--- config.mk ---
export PLATFORM = sky130hd
export DESIGN_NAME = cpc_cell
export DESIGN_NICKNAME = d
export VERILOG_FILES = /design/src/rtl/cpc_pkg.sv /design/src/rtl/cpc_cell.sv
export SDC_FILE = /design/constraint.sdc
export NUM_CORES = 1
export LEC_CHECK = 0
export BUFFER_PORTS_ARGS = -buffer_cell sky130_fd_sc_hd__buf_2
export CAP_MARGIN = 20
export CORE_MARGIN = 2
export CORE_UTILIZATION = 55
export CTS_CLUSTER_DIAMETER = 50
export DETAILED_ROUTE_END_ITERATION = 12
export HOLD_SLACK_MARGIN = 0.1
export PLACE_DENSITY = 0.94
export SLEW_MARGIN = 20
export SYNTH_ARGS = -nofsm -noshare
export SYNTH_HDL_FRONTEND = slang
export SYNTH_SLANG_ARGS = --single-unit
--- constraint.sdc ---
create_clock -name clk -period 10.4 [get_ports clk]
set_clock_uncertainty 0.15 [all_clocks]
set_input_delay 0 -clock clk [delete_from_list [all_inputs] [get_ports clk]]
set_output_delay 0 -clock clk [all_outputs]
set_load 0.01 [all_outputs]
--- src/rtl/cpc_pkg.sv ---
// ----------------------------------------------------------------------------
// cpc_pkg
// Shared types, widths and constants of the cartesian/polar converter.
// ----------------------------------------------------------------------------
package cpc_pkg;

  // field widths of the item payload
  localparam int FIELD_W = 16;
  localparam int ANGLE_W = 32;   // angle accumulator, 2^31 = pi
  localparam int GUARD_W = 4;    // guard fraction bits in the datapath

  // datapath width: 16-bit field, 4 guard bits, CORDIC growth and sign
  localparam int DW = 24;

  // gain removal: round(0.6072529350088813 * 2^24), round half up at bit 28
  localparam int GAIN_W     = 25;
  localparam int PW         = DW + GAIN_W;
  localparam int GAIN_SHIFT = 28;
  localparam logic signed [GAIN_W-1:0] GAIN_Q24 = 25'sd10188014;

  // defaults of the top-level parameters and the iteration cap
  localparam int COORD_WIDTH_DEF = 16;
  localparam int ITERATIONS_DEF  = 16;
  localparam int MAX_ITERATIONS  = 32;

  // operation codes
  localparam logic OP_TO_POLAR = 1'b0;
  localparam logic OP_TO_RECT  = 1'b1;

  // side-band data that travels with each vector down the chain
  typedef struct packed {
    logic               op;
    logic               zero;    // x and y inputs both zero (used by to_polar)
    logic [FIELD_W-1:0] x_in;
    logic [FIELD_W-1:0] y_in;
    logic [FIELD_W-1:0] mag_in;
    logic [FIELD_W-1:0] angle_in;
  } cpc_tag_t;

  // round(atan(2^-i) * 2^31 / pi)
  function automatic logic [ANGLE_W-1:0] atan_val(input int i);
    logic [ANGLE_W-1:0] v;
    case (i)
      0:       v = 32'd536870912;
      1:       v = 32'd316933406;
      2:       v = 32'd167458907;
      3:       v = 32'd85004756;
      4:       v = 32'd42667331;
      5:       v = 32'd21354465;
      6:       v = 32'd10679838;
      7:       v = 32'd5340245;
      8:       v = 32'd2670163;
      9:       v = 32'd1335087;
      10:      v = 32'd667544;
      11:      v = 32'd333772;
      12:      v = 32'd166886;
      13:      v = 32'd83443;
      14:      v = 32'd41722;
      15:      v = 32'd20861;
      16:      v = 32'd10430;
      17:      v = 32'd5215;
      18:      v = 32'd2608;
      19:      v = 32'd1304;
      20:      v = 32'd652;
      21:      v = 32'd326;
      22:      v = 32'd163;
      23:      v = 32'd81;
      24:      v = 32'd41;
      25:      v = 32'd20;
      26:      v = 32'd10;
      27:      v = 32'd5;
      28:      v = 32'd3;
      29:      v = 32'd1;
      30:      v = 32'd1;
      default: v = 32'd0;
    endcase
    return v;
  endfunction

endpackage

--- src/rtl/cpc_cell.sv ---
// ----------------------------------------------------------------------------
// cpc_cell
// One CORDIC micro-rotation with a fixed shift, registered toward the next cell.
// ----------------------------------------------------------------------------
module cpc_cell #(
  parameter int                          SHIFT = 0,
  parameter logic [cpc_pkg::ANGLE_W-1:0] ATAN  = '0
) (
  input  logic                             clk,
  input  logic                             rst_n,
  input  logic                             in_valid,
  output logic                             in_ready,
  input  logic signed [cpc_pkg::DW-1:0]    in_x,
  input  logic signed [cpc_pkg::DW-1:0]    in_y,
  input  logic [cpc_pkg::ANGLE_W-1:0]      in_z,
  input  cpc_pkg::cpc_tag_t                in_tag,
  output logic                             out_valid,
  input  logic                             out_ready,
  output logic signed [cpc_pkg::DW-1:0]    out_x,
  output logic signed [cpc_pkg::DW-1:0]    out_y,
  output logic [cpc_pkg::ANGLE_W-1:0]      out_z,
  output cpc_pkg::cpc_tag_t                out_tag
);
  import cpc_pkg::*;

  logic                     valid_r;
  logic signed [DW-1:0]     x_r, x_nxt;
  logic signed [DW-1:0]     y_r, y_nxt;
  logic [ANGLE_W-1:0]       z_r, z_nxt;
  cpc_tag_t                 tag_r;
  logic signed [DW-1:0]     xs, ys;
  logic                     cw;

  // floor shifts of both coordinates
  assign xs = in_x >>> SHIFT;
  assign ys = in_y >>> SHIFT;

  // vectoring drives y to zero, rotation drives the residual angle to zero
  assign cw = (in_tag.op == OP_TO_RECT) ? in_z[ANGLE_W-1] : !in_y[DW-1];

  always_comb begin
    if (cw) begin
      x_nxt = in_x + ys;
      y_nxt = in_y - xs;
      z_nxt = in_z + ATAN;
    end else begin
      x_nxt = in_x - ys;
      y_nxt = in_y + xs;
      z_nxt = in_z - ATAN;
    end
  end

  assign in_ready = !valid_r || out_ready;

  always_ff @(posedge clk) begin
    if (!rst_n) begin
      valid_r <= 1'b0;
    end else if (in_ready) begin
      valid_r <= in_valid;
    end
  end

  always_ff @(posedge clk) begin
    if (in_ready && in_valid) begin
      x_r   <= x_nxt;
      y_r   <= y_nxt;
      z_r   <= z_nxt;
      tag_r <= in_tag;
    end
  end

  assign out_valid = valid_r;
  assign out_x     = x_r;
  assign out_y     = y_r;
  assign out_z     = z_r;
  assign out_tag   = tag_r;

endmodule

==> impl_metrics.csv <==
group,metric,value,unit
run_status,status,"completed",
floorplanning,core-area,0.0150,mm²
worst_setup_path,cp-startpoint,"in_x[1]",
route,totalWireLength,30500,µm
synthesis,synth.top_cell.area_share,52.2,%
synthesis,synth_area,0.00835,mm²
final_layout,diodes,0,
route,wl_met1,11600,µm
global_route,grt_first_pass_wirelength,44800,µm
pwr,p_leak,5.16,nW
worst_setup_path,reg2reg_from,"out_valid",
synthesis,synthesis.nets,964,
floorplanning,ios,298,
placed_design,hpwl,19300,µm
clock_tree,cts_resized,0,
timing,hold_viol_final,0,
floorplanning,die_h,127,µm
global_route,grt_usage,36.5,%
floorplanning,row_count,45,
floorplanning,fp.dieW,127,µm
run,drv_cap,0,
worst_setup_path,startpoint_type,"primary input",
timing,period_share,34.0,%
synthesis,ys.flop_type,"edfxtp_1",
floorplanning,die_area,0.0162,mm²
route,antenna_left,0,
route,dr.pass1.iters,6,
timing,slew_viol_final,0,
worst_setup_path,cp.arrival,3550,ps
clock_tree,post_cts_buffers,0,
clock_tree,clkTransAtPathRegs,70,ps
route,dr_wl_met2,14300,µm
route,via_count,7964,
clock_tree,clkSinkCount,146,
synthesis,synth_edf_count,145,
global_route,grt.overflow.total,0,
final_layout,syn_to_final_growth,40.4,%
synthesis,synthCells,734,
global_route,grt_start_max_net_pins,75,
synthesis,yosys_warnings,0,
route,wl_met3,2750,µm
synthesis,synthArstFlopShare,0,%
route,first_iter_violations,1028,
synthesis,synth_area_per_cell,11.4,µm²
route,drc,0,
route,wl_per_cell,22.9,µm
final_layout,drive_gt1_share,30.1,%
timing,hold_ws,147,ps
worst_setup_path,cp_max_fo,5,
clock_tree,cts_buffer_depth,2,
worst_setup_path,criticalPathCategory,"primary input to flop",
synthesis,ys_seq_area_share,52.4,%
timing,setup_violations,0,
clock_tree,tritoncts,"done",
synthesis,synth_top_area_cell,"edfxtp_1",
min_path,hp-class,"primary input to flop",
worst_setup_path,worst_ep_required_time,10410,ps
timing,slew_headroom,35.5,%
global_route,grt_pass1_vias,7594,
route,vias_per_cell,5.98,
synthesis,ys_ff_latch,146,
clock_tree,cts-buffers-inserted,17,
global_route,antenna_found_initial,0,
pwr,ir_drop,0.112,mV
route,dr.max_layer_used,"met4",
clock_tree,h-tree-depth,4,
synthesis,ys_top_cells_by_area,"edfxtp_1 (52%), ha_1 (12%), a21oi_1 (4.4%)",
worst_setup_path,crit_path_end_kind,"flop",
final_layout,fillers,859,
timing,period_needed,3530,ps
final_layout,nNetsFinal,1362,
timing,rsz0062_at_grt,"false",
clock_tree,cts-root-buf,"clkbuf_16",
pwr,power_density,159,mW/mm²
clock_tree,insertion_delay,410,ps
timing,worst_slew_pin_slew,967,ps
floorplanning,start_util,55.5,%
timing,fin_tns_setup,0,ps
timing,fmax,283,MHz
synthesis,yosysUniqueCellTypes,67,
min_path,worstHoldStart,"in_y[9]",
placed_design,gp_routability_congestion,0.951,
placed_design,numPortBuffers,297,
-- cells by family (layout without fill, tap and decap cells) --
group	Yosys count	after routing	share of synthesized area (%)
xor gates and xnor gates	45	45	4.72
adders and majority gates	80	80	12.3
muxes	9	9	1.09
AOI/OAI and AO/OA	212	212	16.5
buffers and inverters	102	512	4.83
DFF	146	146	52.4
and+or+nand+nor	140	140	8.18
-- final cells by class --
class / instances / area [µm²] / share of cell area, %
Sequential cell: 146 / 4370 / 37.3
Multi-Input combinational cell: 486 / 3590 / 30.6
Timing Repair Buffer: 409 / 2600 / 22.2
Clock buffer: 17 / 425 / 3.63
Inverter: 72 / 270 / 2.31
Tap cell: 188 / 235 / 2.01
Clock inverter: 14 / 225 / 1.92
-- cells in the final DEF (no fill, tap or decap), types with 4 or more instances in the layout --
cell           count
nand2b_1          11
xor2_1             4
a21oi_1           73
edfxtp_1         145
nor2b_1            6
nor3_1            16
a31oi_1            5
o21bai_1          15
ha_1              77
nand3_1            8
nand2_1           22
or3_1              5
nand4_1            5
buf_2            297
o31ai_1           11
bufinv_16          5
inv_1             70
a211oi_1           8
nor2_1            49
clkbuf_16         17
dlygate4sd3_1    110
o21ai_0           43
inv_6              5
mux2i_1            7
xnor2_1           41
a21o_1            10
o211ai_1           7
-- flip-flops by register name, indices dropped and copies added, names as in the netlist --
signal,cells
out_x,23
out_z,32
out_y,24
out_valid,1
out_tag,66
-- synth_stat cells (all sizes together), types with 10 or more instances --
cell type  count
o31ai         11
o21ai         44
o21bai        15
nand2         23
nor2          49
edfxtp       145
xnor2         41
clkbuf        21
nor3          16
a21oi         73
nand2b        11
inv           71
a21o          10
ha            77
-- worst paths after layout --
path              depth (start not counted)         to  slack [ps]
setup reg to reg                          3   out_z[8]        7660
setup / recovery                         12  out_y[17]        6870
hold / removal                            3   out_y[9]         150
hold reg to reg                           3  out_valid        1040
-- critical path: stages --
cell and delay [ps]:
dlygate4sd3_1 540, buf_2 190, inv_1 100, ha_1 330, nor2b_1 150, o31a_1 290
o41ai_1 680, o21ba_2 290, o21ai_0 220, a2111oi_0 490, a21oi_1 100, xnor2_1 160
-- timing repair --
| action | 4_1_cts | 5_1_grt |
|---|---|---|
| setup endpoints to repair | 0 | 0 |
| endpoints found under the hold margin | 105 | 0 |
| hold buffers | 110 | 0 |
-- power breakdown --
part	switching (W)	leakage, nW	internal (W)
sequential	0.0000171	1.41	0.000717
clock	0.000260	0.315	0.000430
combinational	0.000265	3.43	0.000176
-- metal layers --
layer	vias up	GRT usage, %
li1	3471	-
met3	124	7.08
met4	0	18.9
met2	618	60.1
met5	-	0
met1	3751	46.1
-- per-stage QoR --
stage / std cells / utilization (%) / cell area [µm²] / setup slack, ps / power (W)
floorplan: 734 / - / 8350 / 5880 / 0.000974
global placement: 1191 / 66.3 / 9970 / 6990 / 0.00111
detailed placement: 1191 / 66.3 / 9970 / 7170 / 0.00112
CTS: 1332 / 78.0 / 11700 / 7030 / 0.00182
global route: 1332 / 78.0 / 11700 / 6660 / 0.00192
finish: 1332 / 78.0 / 11700 / 6870 / 0.00187
(Power assumes the default switching activity.)
