--- config.mk ---
export PLATFORM = sky130hd
export DESIGN_NAME = cpc_pre
export DESIGN_NICKNAME = d
export VERILOG_FILES = /design/src/rtl/cpc_pkg.sv /design/src/rtl/cpc_pre.sv
export SDC_FILE = /design/constraint.sdc
export NUM_CORES = 1
export LEC_CHECK = 0
export ABC_AREA = 1
export BUFFER_PORTS_ARGS = -buffer_cell sky130_fd_sc_hd__buf_2
export CORE_ASPECT_RATIO = 1.75
export CORE_MARGIN = 2
export CORE_UTILIZATION = 49
export DETAILED_ROUTE_END_ITERATION = 16
export PLACE_DENSITY = 0.88
export SYNTH_ARGS = -nofsm -noshare
export SYNTH_HDL_FRONTEND = slang
export SYNTH_SLANG_ARGS = --single-unit
--- constraint.sdc ---
create_clock -name clk -period 10.95 [get_ports clk]
set_clock_uncertainty 0.1 [all_clocks]
set_input_delay 2.19 -clock clk [delete_from_list [all_inputs] [get_ports clk]]
set_output_delay 2.19 -clock clk [all_outputs]
set_load 0.05 [all_outputs]
--- src/rtl/cpc_pkg.sv ---
// ----------------------------------------------------------------------------
// cpc_pkg
// Shared types, widths and constants of the cartesian/polar converter.
// ----------------------------------------------------------------------------
package cpc_pkg;

  // field widths of the item payload
  localparam int FIELD_W = 16;
  localparam int ANGLE_W = 32;   // angle accumulator, 2^31 = pi
  localparam int GUARD_W = 4;    // guard fraction bits in the datapath

  // datapath width: 16-bit field, 4 guard bits, CORDIC growth and sign
  localparam int DW = 24;

  // gain removal: round(0.6072529350088813 * 2^24), round half up at bit 28
  localparam int GAIN_W     = 25;
  localparam int PW         = DW + GAIN_W;
  localparam int GAIN_SHIFT = 28;
  localparam logic signed [GAIN_W-1:0] GAIN_Q24 = 25'sd10188014;

  // defaults of the top-level parameters and the iteration cap
  localparam int COORD_WIDTH_DEF = 16;
  localparam int ITERATIONS_DEF  = 16;
  localparam int MAX_ITERATIONS  = 32;

  // operation codes
  localparam logic OP_TO_POLAR = 1'b0;
  localparam logic OP_TO_RECT  = 1'b1;

  // side-band data that travels with each vector down the chain
  typedef struct packed {
    logic               op;
    logic               zero;    // x and y inputs both zero (used by to_polar)
    logic [FIELD_W-1:0] x_in;
    logic [FIELD_W-1:0] y_in;
    logic [FIELD_W-1:0] mag_in;
    logic [FIELD_W-1:0] angle_in;
  } cpc_tag_t;

  // round(atan(2^-i) * 2^31 / pi)
  function automatic logic [ANGLE_W-1:0] atan_val(input int i);
    logic [ANGLE_W-1:0] v;
    case (i)
      0:       v = 32'd536870912;
      1:       v = 32'd316933406;
      2:       v = 32'd167458907;
      3:       v = 32'd85004756;
      4:       v = 32'd42667331;
      5:       v = 32'd21354465;
      6:       v = 32'd10679838;
      7:       v = 32'd5340245;
      8:       v = 32'd2670163;
      9:       v = 32'd1335087;
      10:      v = 32'd667544;
      11:      v = 32'd333772;
      12:      v = 32'd166886;
      13:      v = 32'd83443;
      14:      v = 32'd41722;
      15:      v = 32'd20861;
      16:      v = 32'd10430;
      17:      v = 32'd5215;
      18:      v = 32'd2608;
      19:      v = 32'd1304;
      20:      v = 32'd652;
      21:      v = 32'd326;
      22:      v = 32'd163;
      23:      v = 32'd81;
      24:      v = 32'd41;
      25:      v = 32'd20;
      26:      v = 32'd10;
      27:      v = 32'd5;
      28:      v = 32'd3;
      29:      v = 32'd1;
      30:      v = 32'd1;
      default: v = 32'd0;
    endcase
    return v;
  endfunction

endpackage

--- src/rtl/cpc_pre.sv ---
// ----------------------------------------------------------------------------
// cpc_pre
// Input stage: scales the operands and folds them into the right half plane.
// ----------------------------------------------------------------------------
module cpc_pre #(
  parameter int COORD_WIDTH = cpc_pkg::COORD_WIDTH_DEF
) (
  input  logic                             clk,
  input  logic                             rst_n,
  input  logic                             in_valid,
  output logic                             in_ready,
  input  logic                             in_op,
  input  logic [cpc_pkg::FIELD_W-1:0]      in_x,
  input  logic [cpc_pkg::FIELD_W-1:0]      in_y,
  input  logic [cpc_pkg::FIELD_W-1:0]      in_mag,
  input  logic [cpc_pkg::FIELD_W-1:0]      in_angle,
  output logic                             out_valid,
  input  logic                             out_ready,
  output logic signed [cpc_pkg::DW-1:0]    out_x,
  output logic signed [cpc_pkg::DW-1:0]    out_y,
  output logic [cpc_pkg::ANGLE_W-1:0]      out_z,
  output cpc_pkg::cpc_tag_t                out_tag
);
  import cpc_pkg::*;

  logic                     valid_r;
  logic signed [DW-1:0]     x_r, x_nxt;
  logic signed [DW-1:0]     y_r, y_nxt;
  logic [ANGLE_W-1:0]       z_r, z_nxt;
  cpc_tag_t                 tag_r, tag_nxt;
  logic signed [DW-1:0]     xe, ye, x16, y16, m16;
  logic                     flip;

  // sign taken from bit COORD_WIDTH-1 of the field; zero-extended if wider
  if (COORD_WIDTH <= FIELD_W) begin : g_sext
    assign xe = DW'($signed(in_x[COORD_WIDTH-1:0]));
    assign ye = DW'($signed(in_y[COORD_WIDTH-1:0]));
  end else begin : g_zext
    assign xe = {{(DW-FIELD_W){1'b0}}, in_x};
    assign ye = {{(DW-FIELD_W){1'b0}}, in_y};
  end

  assign x16  = {xe[DW-GUARD_W-1:0], {GUARD_W{1'b0}}};
  assign y16  = {ye[DW-GUARD_W-1:0], {GUARD_W{1'b0}}};
  assign m16  = {{(DW-FIELD_W-GUARD_W){1'b0}}, in_mag, {GUARD_W{1'b0}}};
  // angle in the second or third quadrant: start at -mag, turn by pi
  assign flip = in_angle[FIELD_W-1] ^ in_angle[FIELD_W-2];

  // operand setup
  always_comb begin
    tag_nxt.op       = in_op;
    tag_nxt.zero     = (xe == '0) && (ye == '0);
    tag_nxt.x_in     = in_x;
    tag_nxt.y_in     = in_y;
    tag_nxt.mag_in   = in_mag;
    tag_nxt.angle_in = in_angle;
    if (in_op == OP_TO_RECT) begin
      x_nxt = flip ? -m16 : m16;
      y_nxt = '0;
      z_nxt = {in_angle ^ {flip, {(FIELD_W-1){1'b0}}}, {(ANGLE_W-FIELD_W){1'b0}}};
    end else if (xe[DW-1]) begin
      x_nxt = -x16;
      y_nxt = -y16;
      z_nxt = {1'b1, {(ANGLE_W-1){1'b0}}};
    end else begin
      x_nxt = x16;
      y_nxt = y16;
      z_nxt = '0;
    end
  end

  assign in_ready = !valid_r || out_ready;

  always_ff @(posedge clk) begin
    if (!rst_n) begin
      valid_r <= 1'b0;
    end else if (in_ready) begin
      valid_r <= in_valid;
    end
  end

  always_ff @(posedge clk) begin
    if (in_ready && in_valid) begin
      x_r   <= x_nxt;
      y_r   <= y_nxt;
      z_r   <= z_nxt;
      tag_r <= tag_nxt;
    end
  end

  assign out_valid = valid_r;
  assign out_x     = x_r;
  assign out_y     = y_r;
  assign out_z     = z_r;
  assign out_tag   = tag_r;

endmodule

==> metrics.cfg <==
[run_status]
outcome = completed

[final_layout]
final_area_um2 = 7120
design.final.nets = 793
most_common_cell_after_layout_fill_and_taps_aside = sky130_fd_sc_hd__buf_2
antennaDiodeCount = 0
fillCellCount = 886
area_growth_syn_to_layout_pct = 27.2
post_route_cells_drive_above_1_share = 0.337
commonest_cells_after_routing_fill_and_taps_aside = 192 x sky130_fd_sc_hd__buf_2, 122 x sky130_fd_sc_hd__edfxtp_1, 101 x sky130_fd_sc_hd__nand2_1
layoutNonFillerInstCount = 865

[detailed_routing]
antenna_violating_nets_post_route = 0
post_drt_wl_per_cell_um = 15.8
initialDrtViolationCount = 325
post-route-drc-count = 0
vias = 4437
routed_wl_um = 13700
drt_first_pass_iters = 7
routed_via_density = 5.13

[timing]
layout_setup_ws_ns = 5.98
final_worst_path_cycle_share = 0.454
worstMarginPinSlew_ns = 0.877
grt_setup_unrepaired = no
slew-limit-headroom = 0.415
hold_viol = 0
fmaxAchievable_ghz = 0.201
finalMaxSlewViolations = 0
final_total_negative_setup_slack_ns = 0
setup_violations = 0
final_hold_slack_ns = 0.475
period_minus_slack_ns = 4.97

[logic_synthesis]
post_synth_instance_area_um2 = 5600
ys_seq_elements = 123
syn_area_per_cell_um2 = 10.7
synthesis.yosys.warnings = 0
ys_seq_area_frac = 0.658
syn_inst = 521
synth_cell_type_count = 34

[critical_path]
worst-r2r-setup-slack_ns = 8.60
crit_path_start_kind = primary input
top_delay_family_on_crit_path = buffers and inverters
criticalPathCategory = in2out
critPathRequiredTime_ns = 8.66
path_buf_inv = 3
slowest_stage = sky130_fd_sc_hd__buf_2
crit_path_cell_trace = buf_2 > inv_1 > nand2_1 > buf_2
crit_path_end_kind = output port
cp_max_fo = 2
timing.critical_path.slowest_cell_delay_ns = 0.22
critical_path_arrival_ns = 2.68
critical-path-top-cell-by-count = sky130_fd_sc_hd__buf_2

[die]
placeableCoreArea_um2 = 11100
io_pins = 217
die_area_um2 = 12300
floorplan.initialDensity = 0.504
die_x_um = 84.8
placement_rows = 51
die_h_um = 145

[grt]
first_global_vias = 4284
use_met1 = 0.224
grt.overflow.total = 0
grt_pass1_wl_um = 21200
grt_most_used_layer = met2
groute.layer.met2.usage = 0.413
grt_start_max_net_pins = 64
grt_util_met3 = 0.0726
global_route.usage.total = 0.225
initial_antenna_violation_count = 0

[min_path]
min-delay-path-class = reg2reg

[cts]
cts_tree = yes
cts.htree.levels = 4
path_clk_slew_ns = 0.05
clock_sink_count = 123
cts-buffers-inserted = 17
cts-root-buf = sky130_fd_sc_hd__clkbuf_16
post-cts-setup-buffer-count = 0
postCtsResizedCells = 0
clkLatencyLatePin_ns = 0.40
cts_hold_buf = 0
clock_tree_buffer_depth = 2

[placement]
hpwlAfterDp_um = 9690
globalplace.congestion = 0.823
dp.cells = 833
detailedPlace.worstSlack_ns = 5.97
placement.io_buffers = 192
placed_cell_area_um2 = 6570

[pwr]
power_per_cell_area_nw_per_um2 = 186
ir_worst_vdd_mv = 0.119
leakagePower_nw = 3.32

[flow_run]
cap_violations = 0

-- state kept, by name, indices dropped and copies added, names as in the netlist --
signal,flops
out_x,20
out_valid,1
out_z,16
out_tag,66
out_y,20
-- synth_stat cells, drive strengths merged --
master / number / area share
nor3: 16 / 0.016
a21boi: 1 / 0.0013
nand3: 44 / 0.040
a21oi: 30 / 0.027
a211oi: 1 / 0.0013
conb: 1 / 0.00067
clkbuf: 1 / 0.00067
dfxtp: 1 / 0.0036
o21ai: 37 / 0.035
o22ai: 1 / 0.0011
inv: 70 / 0.047
ha: 4 / 0.0089
nor2: 43 / 0.031
edfxtp: 122 / 0.65
buf: 36 / 0.047
nand3b: 3 / 0.0040
or2: 2 / 0.0022
nor4: 1 / 0.0011
nand2: 105 / 0.073
o211ai: 2 / 0.0036
-- cells by family after synthesis --
logic type                 synth area share
adders and majority gates           0.00894
buffers and inverters                0.0955
AOI/OAI and AO/OA                    0.0693
and+or+nand+nor                       0.167
DFF                                   0.658
other                              0.000670
-- stage by stage --
step                power [mW]   util
floorplan                0.765      -
finish                    1.32  0.641
CTS                       1.33  0.641
global placement         0.808  0.591
detailed placement       0.814  0.591
global route              1.37  0.641
-- worst register-to-register path, stage by stage (launching register included) --
cell and delay, ns:
sky130_fd_sc_hd__dfxtp_1 0.34, sky130_fd_sc_hd__a21oi_4 0.14, sky130_fd_sc_hd__buf_4 0.62, sky130_fd_sc_hd__buf_4 0.73
-- layer usage --
metal,up-vias,wire (µm)
met5,-,0
met4,0,442
met3,38,996
met2,216,7720
met1,2053,4530
li1,2130,-
-- where the power goes --
group	internal, mW	switching (mW)
logic	0.0467	0.196
clock network	0.311	0.206
registers	0.556	0.00680
total	0.914	0.409
-- layout make-up --
cell class	count	area [µm²]	share of cell area
tap	132	165	0.0232
sequential	123	3680	0.517
multi-input combinational	314	1480	0.207
clock inverter	15	126	0.0178
inverter	70	265	0.0373
clock buffer	17	425	0.0598
timing repair buffer	194	976	0.137
-- final timing paths --
path,start,endpoint,cells after the start
max,out_ready,in_ready,4
min,out_valid$_SDFFE_PN0N_,out_valid$_SDFFE_PN0N_,2
max reg2reg,out_valid$_SDFFE_PN0N_,out_x[19]$_DFFE_PP_,3
min reg2reg,out_valid$_SDFFE_PN0N_,out_valid$_SDFFE_PN0N_,2
Power figures use the tool's default switching activity.
