<file path="src/rtl/cpc_pkg.sv">
// ----------------------------------------------------------------------------
// cpc_pkg
// Shared types, widths and constants of the cartesian/polar converter.
// ----------------------------------------------------------------------------
package cpc_pkg;

  // field widths of the item payload
  localparam int FIELD_W = 16;
  localparam int ANGLE_W = 32;   // angle accumulator, 2^31 = pi
  localparam int GUARD_W = 4;    // guard fraction bits in the datapath

  // datapath width: 16-bit field, 4 guard bits, CORDIC growth and sign
  localparam int DW = 24;

  // gain removal: round(0.6072529350088813 * 2^24), round half up at bit 28
  localparam int GAIN_W     = 25;
  localparam int PW         = DW + GAIN_W;
  localparam int GAIN_SHIFT = 28;
  localparam logic signed [GAIN_W-1:0] GAIN_Q24 = 25'sd10188014;

  // defaults of the top-level parameters and the iteration cap
  localparam int COORD_WIDTH_DEF = 16;
  localparam int ITERATIONS_DEF  = 16;
  localparam int MAX_ITERATIONS  = 32;

  // operation codes
  localparam logic OP_TO_POLAR = 1'b0;
  localparam logic OP_TO_RECT  = 1'b1;

  // side-band data that travels with each vector down the chain
  typedef struct packed {
    logic               op;
    logic               zero;    // x and y inputs both zero (used by to_polar)
    logic [FIELD_W-1:0] x_in;
    logic [FIELD_W-1:0] y_in;
    logic [FIELD_W-1:0] mag_in;
    logic [FIELD_W-1:0] angle_in;
  } cpc_tag_t;

  // round(atan(2^-i) * 2^31 / pi)
  function automatic logic [ANGLE_W-1:0] atan_val(input int i);
    logic [ANGLE_W-1:0] v;
    case (i)
      0:       v = 32'd536870912;
      1:       v = 32'd316933406;
      2:       v = 32'd167458907;
      3:       v = 32'd85004756;
      4:       v = 32'd42667331;
      5:       v = 32'd21354465;
      6:       v = 32'd10679838;
      7:       v = 32'd5340245;
      8:       v = 32'd2670163;
      9:       v = 32'd1335087;
      10:      v = 32'd667544;
      11:      v = 32'd333772;
      12:      v = 32'd166886;
      13:      v = 32'd83443;
      14:      v = 32'd41722;
      15:      v = 32'd20861;
      16:      v = 32'd10430;
      17:      v = 32'd5215;
      18:      v = 32'd2608;
      19:      v = 32'd1304;
      20:      v = 32'd652;
      21:      v = 32'd326;
      22:      v = 32'd163;
      23:      v = 32'd81;
      24:      v = 32'd41;
      25:      v = 32'd20;
      26:      v = 32'd10;
      27:      v = 32'd5;
      28:      v = 32'd3;
      29:      v = 32'd1;
      30:      v = 32'd1;
      default: v = 32'd0;
    endcase
    return v;
  endfunction

endpackage

</file>
<file path="src/rtl/cpc_gain.sv">
// ----------------------------------------------------------------------------
// cpc_gain
// Removes the CORDIC gain, saturates and selects the result fields.
// ----------------------------------------------------------------------------
module cpc_gain #(
  parameter int COORD_WIDTH = cpc_pkg::COORD_WIDTH_DEF
) (
  input  logic                             clk,
  input  logic                             rst_n,
  input  logic                             in_valid,
  output logic                             in_ready,
  input  logic signed [cpc_pkg::DW-1:0]    in_x,
  input  logic signed [cpc_pkg::DW-1:0]    in_y,
  input  logic [cpc_pkg::ANGLE_W-1:0]      in_z,
  input  cpc_pkg::cpc_tag_t                in_tag,
  output logic                             out_valid,
  input  logic                             out_ready,
  output logic [cpc_pkg::FIELD_W-1:0]      out_x,
  output logic [cpc_pkg::FIELD_W-1:0]      out_y,
  output logic [cpc_pkg::FIELD_W-1:0]      out_mag,
  output logic [cpc_pkg::FIELD_W-1:0]      out_angle
);
  import cpc_pkg::*;

  localparam logic signed [PW-1:0] RND    = PW'(64'sd1 <<< (GAIN_SHIFT - 1));
  localparam logic signed [PW-1:0] C_HI   = PW'((64'sd1 <<< (COORD_WIDTH - 1)) - 64'sd1);
  localparam logic signed [PW-1:0] C_LO   = PW'(-(64'sd1 <<< (COORD_WIDTH - 1)));
  localparam logic signed [PW-1:0] M_HI   = PW'((64'sd1 <<< FIELD_W) - 64'sd1);

  // multiply stage
  logic                     mv_r;
  logic signed [PW-1:0]     px_r, py_r;
  logic [FIELD_W-1:0]       ang_r;
  cpc_tag_t                 tag_r;
  logic                     m_ready;
  logic [ANGLE_W-1:0]       z_rnd;

  // output stage
  logic                     ov_r;
  logic [FIELD_W-1:0]       ox_r, ox_nxt;
  logic [FIELD_W-1:0]       oy_r, oy_nxt;
  logic [FIELD_W-1:0]       om_r, om_nxt;
  logic [FIELD_W-1:0]       oa_r, oa_nxt;
  logic                     o_ready;
  logic signed [PW-1:0]     sx, sy, cx, cy;

  assign o_ready  = !ov_r || out_ready;
  assign m_ready  = !mv_r || o_ready;
  assign in_ready = m_ready;

  // angle rounded to the field
  assign z_rnd = in_z + ANGLE_W'(1 << (ANGLE_W - FIELD_W - 1));

  always_ff @(posedge clk) begin
    if (!rst_n) begin
      mv_r <= 1'b0;
    end else if (m_ready) begin
      mv_r <= in_valid;
    end
  end

  always_ff @(posedge clk) begin
    if (m_ready && in_valid) begin
      px_r  <= PW'(in_x) * PW'(GAIN_Q24) + RND;
      py_r  <= PW'(in_y) * PW'(GAIN_Q24) + RND;
      ang_r <= z_rnd[ANGLE_W-1 -: FIELD_W];
      tag_r <= in_tag;
    end
  end

  // scale back, clamp and pick echoed or computed fields
  assign sx = px_r >>> GAIN_SHIFT;
  assign sy = py_r >>> GAIN_SHIFT;

  always_comb begin
    cx = (sx > C_HI) ? C_HI : ((sx < C_LO) ? C_LO : sx);
    cy = (sy > C_HI) ? C_HI : ((sy < C_LO) ? C_LO : sy);
    if (tag_r.op == OP_TO_RECT) begin
      ox_nxt = cx[FIELD_W-1:0];
      oy_nxt = cy[FIELD_W-1:0];
      om_nxt = tag_r.mag_in;
      oa_nxt = tag_r.angle_in;
    end else begin
      ox_nxt = tag_r.x_in;
      oy_nxt = tag_r.y_in;
      if (tag_r.zero || sx[PW-1]) begin
        om_nxt = '0;
      end else if (sx > M_HI) begin
        om_nxt = '1;
      end else begin
        om_nxt = sx[FIELD_W-1:0];
      end
      oa_nxt = tag_r.zero ? '0 : ang_r;
    end
  end

  always_ff @(posedge clk) begin
    if (!rst_n) begin
      ov_r <= 1'b0;
    end else if (o_ready) begin
      ov_r <= mv_r;
    end
  end

  always_ff @(posedge clk) begin
    if (o_ready && mv_r) begin
      ox_r <= ox_nxt;
      oy_r <= oy_nxt;
      om_r <= om_nxt;
      oa_r <= oa_nxt;
    end
  end

  assign out_valid = ov_r;
  assign out_x     = ox_r;
  assign out_y     = oy_r;
  assign out_mag   = om_r;
  assign out_angle = oa_r;

endmodule

</file>
<file path="config.mk">
export PLATFORM = sky130hd
export DESIGN_NAME = cpc_gain
export DESIGN_NICKNAME = d
export VERILOG_FILES = /design/src/rtl/cpc_pkg.sv /design/src/rtl/cpc_gain.sv
export SDC_FILE = /design/constraint.sdc
export NUM_CORES = 2
export LEC_CHECK = 0
export BUFFER_PORTS_ARGS = -buffer_cell sky130_fd_sc_hd__clkbuf_2
export CAP_MARGIN = 20
export CORE_MARGIN = 4
export CORE_UTILIZATION = 35
export CTS_CLUSTER_DIAMETER = 120
export CTS_CLUSTER_SIZE = 8
export DETAILED_ROUTE_END_ITERATION = 7
export GPL_ROUTABILITY_DRIVEN = 0
export HOLD_SLACK_MARGIN = 0.15
export MAX_ROUTING_LAYER = met4
export PLACE_DENSITY = 0.62
export SETUP_SLACK_MARGIN = 0.15
export SLEW_MARGIN = 20
export SYNTH_ARGS = -nofsm -noshare
export SYNTH_HDL_FRONTEND = slang
export SYNTH_SLANG_ARGS = --single-unit
</file>
<file path="constraint.sdc">
create_clock -name clk -period 15.5 [get_ports clk]
set_input_delay 4.65 -clock clk [delete_from_list [all_inputs] [get_ports clk]]
set_output_delay 4.65 -clock clk [all_outputs]
set_load 0.05 [all_outputs]
</file>
==> results summary <==
The height of the chip is ~320 um. The count of distinct cell types in the synthesized netlist came out at around 90. For this design the top-level I/O count stands at approximately 220.

The CTS tree is done. The number of register bits inferred by synthesis is 190. The final cycle utilization of the critical path is 0.805. The arrival time reported for the critical path endpoint came out at about 13000 ps. The sum of net half-perimeters after detailed placement is around 72 mm. The storage element area is roughly 0.0057 mm2. The count of hold buffers inserted by post-cts repair came out at 0. In this run the horizontal extent of the chip is 317 um. The insertion delay to the later sink of the worst-skew pair came out at around 450 ps. The antenna violation net count after detailed routing is 0.

The share of synthesized area in the top cell type comes to 0.339. The critical path data required time came out at ~16000 ps. The buffer depth of the longest clock path is 2. The setup violation total in the final timing report is 0.

The total die area is just over 0.1 mm2. The number of nets at the end of the flow is 4652. Counting every net in the synthesized netlist gives 4471. The top cell types in the final layout, fill and taps aside, are sky130_fd_sc_hd__inv_1 (857), sky130_fd_sc_hd__fa_1 (568), sky130_fd_sc_hd__ha_1 (523). The number of antenna violations at the first check in global routing came out at 8. Summing all multi-input logic gate instances after layout gives around 0.024 mm2. The final routed DRC violation total is 0.

The number of hold violations in the final report came to 0. The proportion of register bits with asynchronous set or reset after synthesis came out at 0. Ranked by total cell area, the synthesized netlist is headed by sky130_fd_sc_hd__fa_1 (34%), sky130_fd_sc_hd__ha_1 (20%), sky130_fd_sc_hd__edfxtp_1 (17%), sky130_fd_sc_hd__inv_1 (9.6%), sky130_fd_sc_hd__xor2_1 (2.1%). The relative max-transition margin came out at 0.268.

The via count of the first global-routing pass came to around 24000. In this run the number of H-tree levels came out at 4. The cell type contributing the most total cell area after synthesis is sky130_fd_sc_hd__fa_1.

Yosys mapped a number of flops with a built-in enable equal to roughly 190. The filler cells instantiated in the layout total 9477. The maximum clock rate came out at 80.2 MHz.

The via count is approximately 23000. The mapped netlist covers about 0.034 mm2. The library cell used most frequently in the layout, excluding fill and tap cells, is sky130_fd_sc_hd__inv_1. The flow ran to the end, and the final reports show no timing, DRC or antenna violations. Buffers inserted during clock tree synthesis total 17. The total number of clock tree sinks is between 150 and 200. STA classifies the critical path endpoint as a flop. Max-cap violations in this run came to 0. The tightest min-delay check is of the flop to flop type. In the synthesized netlist, the number of instances is between 3000 and 4000. The overall fraction of global-route tracks in use is 0.175. CTS placed an instance of sky130_fd_sc_hd__clkbuf_16 at the clock tree root. In the final layout, the share of cells above drive strength 1 is 0.0824. Setup repair after global routing left no endpoint under its margin. Adding up every negative setup slack in the final design gives 0 ps.

The clock-pin slew of the registers on the worst-case setup and hold paths came out at roughly 90 ps. The number of vias per cell after detailed routing is around 4.8. The count of TritonRoute iterations in the first routing pass is 5. The total overflow left after global routing is 0.

Compared with the post-synthesis result, the final layout area differs by 9.23%. The number of gates resized after CTS was 0. The first-pass GRT wire length came out at between 100 and 150 mm. The first-iteration detailed-routing DRC count came out at roughly 1500.

The worst-path maximum fanout is 43. For the pin with the worst max-slew slack, the measured transition is between 1000 and 1500 ps. STA classifies the critical path startpoint as a primary input. The setup path with the least slack is of type primary input to flop. The clock arrives with 25.7 ps of skew.

The count of buffers added on input and output ports is 200. The effective utilization at floorplan is 0.353. The worst hold path begins at tag_r[30]. The start point of the critical path is in_y[23]. The core box area is around 0.095 mm2. In the synthesized netlist the dominant register cell turns out to be sky130_fd_sc_hd__edfxtp_1.

The proportion of synthesized chip area in sequential cells is 0.170. The number of cell rows came out at approximately 110. The count of pins over their slew limit came out at 0. The startpoint identified for the worst register-to-register timing path is out_valid. The maximum number of pins on one net before global-route repair is between 80 and 90. The count of buffers added by post-CTS timing repair for setup is 0. The aggregate routed wire length is about 85 mm.

The post-layout minimum cycle time is 12470 ps. The average footprint of a synthesized cell is approximately 10 um2. After detailed routing, the average wire length per cell comes to 18.1 um. The synthesis warning total is 0. The setup slack of the most critical reg-to-reg path came out at around 13000 ps.
-- kinds of logic after synthesis --
logic type,after synthesis,synth area share
compound gates,400,0.0781
flops,190,0.170
buf+inv,901,0.102
mux,16,0.00496
xor+xnor,146,0.0384
simple gates,486,0.0726
fa+ha+maj,1091,0.534
-- cells in the mapped netlist, types with 34 or more instances --
cell                       count
sky130_fd_sc_hd__a21o_1       53
sky130_fd_sc_hd__a21oi_1     134
sky130_fd_sc_hd__edfxtp_1    188
sky130_fd_sc_hd__fa_1        568
sky130_fd_sc_hd__ha_1        523
sky130_fd_sc_hd__inv_1       857
sky130_fd_sc_hd__nand2_1     138
sky130_fd_sc_hd__nand3_1      42
sky130_fd_sc_hd__nand4_1      34
sky130_fd_sc_hd__nor2_1      138
sky130_fd_sc_hd__o21ai_0      70
sky130_fd_sc_hd__xnor2_1      65
sky130_fd_sc_hd__xor2_1       80
-- critical path, stage by stage --
cell and delay [ps]:
sky130_fd_sc_hd__clkbuf_2 470, sky130_fd_sc_hd__buf_4 550, sky130_fd_sc_hd__xor2_1 300, sky130_fd_sc_hd__fa_1 510, sky130_fd_sc_hd__fa_1 540, sky130_fd_sc_hd__fa_1 530
sky130_fd_sc_hd__inv_1 60, sky130_fd_sc_hd__fa_1 440, sky130_fd_sc_hd__fa_1 520, sky130_fd_sc_hd__inv_1 50, sky130_fd_sc_hd__fa_1 470, sky130_fd_sc_hd__inv_1 40
sky130_fd_sc_hd__ha_1 390, sky130_fd_sc_hd__a21oi_1 300, sky130_fd_sc_hd__o21ai_0 200, sky130_fd_sc_hd__a21oi_1 200, sky130_fd_sc_hd__o221ai_1 210, sky130_fd_sc_hd__o41a_1 480
sky130_fd_sc_hd__xnor2_1 170, sky130_fd_sc_hd__nand4b_2 260, sky130_fd_sc_hd__or4_4 630, sky130_fd_sc_hd__a2111oi_4 350, sky130_fd_sc_hd__mux2i_1 250, sky130_fd_sc_hd__xnor2_1 90
-- layer usage --
layer | part of all wire | vias up | global-route usage
li1 | - | 10700 | -
met1 | 0.45 | 11400 | 0.233
met5 | 0 | - | -
met3 | 0.045 | 93 | 0.0185
met4 | 0.022 | 0 | 0.0360
met2 | 0.48 | 541 | 0.293
-- registers in the layout, indices dropped and copies added (netlist names) --
| register | flops |
|---|---|
| ang_r | 16 |
| mv_r | 1 |
| out_angle | 16 |
| out_mag | 16 |
| out_valid | 1 |
| out_x | 16 |
| out_y | 16 |
| px_r | 21 |
| py_r | 21 |
| tag_r | 66 |
-- stage by stage --
stage / setup slack [ps] / instance area (um2) / hold slack [ps] / utilization / std cells
CTS: 3070 / 36600 / 527 / 0.385 / 4689
global placement: 2700 / 36000 / 504 / 0.379 / 4657
floorplan: 3910 / 33500 / 477 / - / 3230
finish: 3030 / 36600 / 526 / 0.385 / 4691
global route: 2730 / 36600 / 543 / 0.385 / 4691
detailed placement: 2570 / 36000 / 513 / 0.379 / 4657
-- final cells by class --
class	count	area share
Clock inverter	15	0.00588
Tap cell	1265	0.0432
Sequential cell	190	0.155
Clock buffer	17	0.0116
Multi-Input combinational cell	2139	0.667
Inverter	857	0.0879
Antenna cell	2	0.000137
Timing Repair Buffer	206	0.0286
-- path summary, 6_finish.rpt --
| check | cells after the start | end |
|---|---|---|
| worst min-delay path | 2 | out_mag[14] |
| worst min register to register | 2 | out_mag[14] |
| worst max-delay path | 24 | py_r[48] |
| worst max register to register | 4 | tag_r[33] |
Power is left out: the tool's default activity adds up to more than one toggle a clock period on the data nets, which glitch-free logic cannot reach.
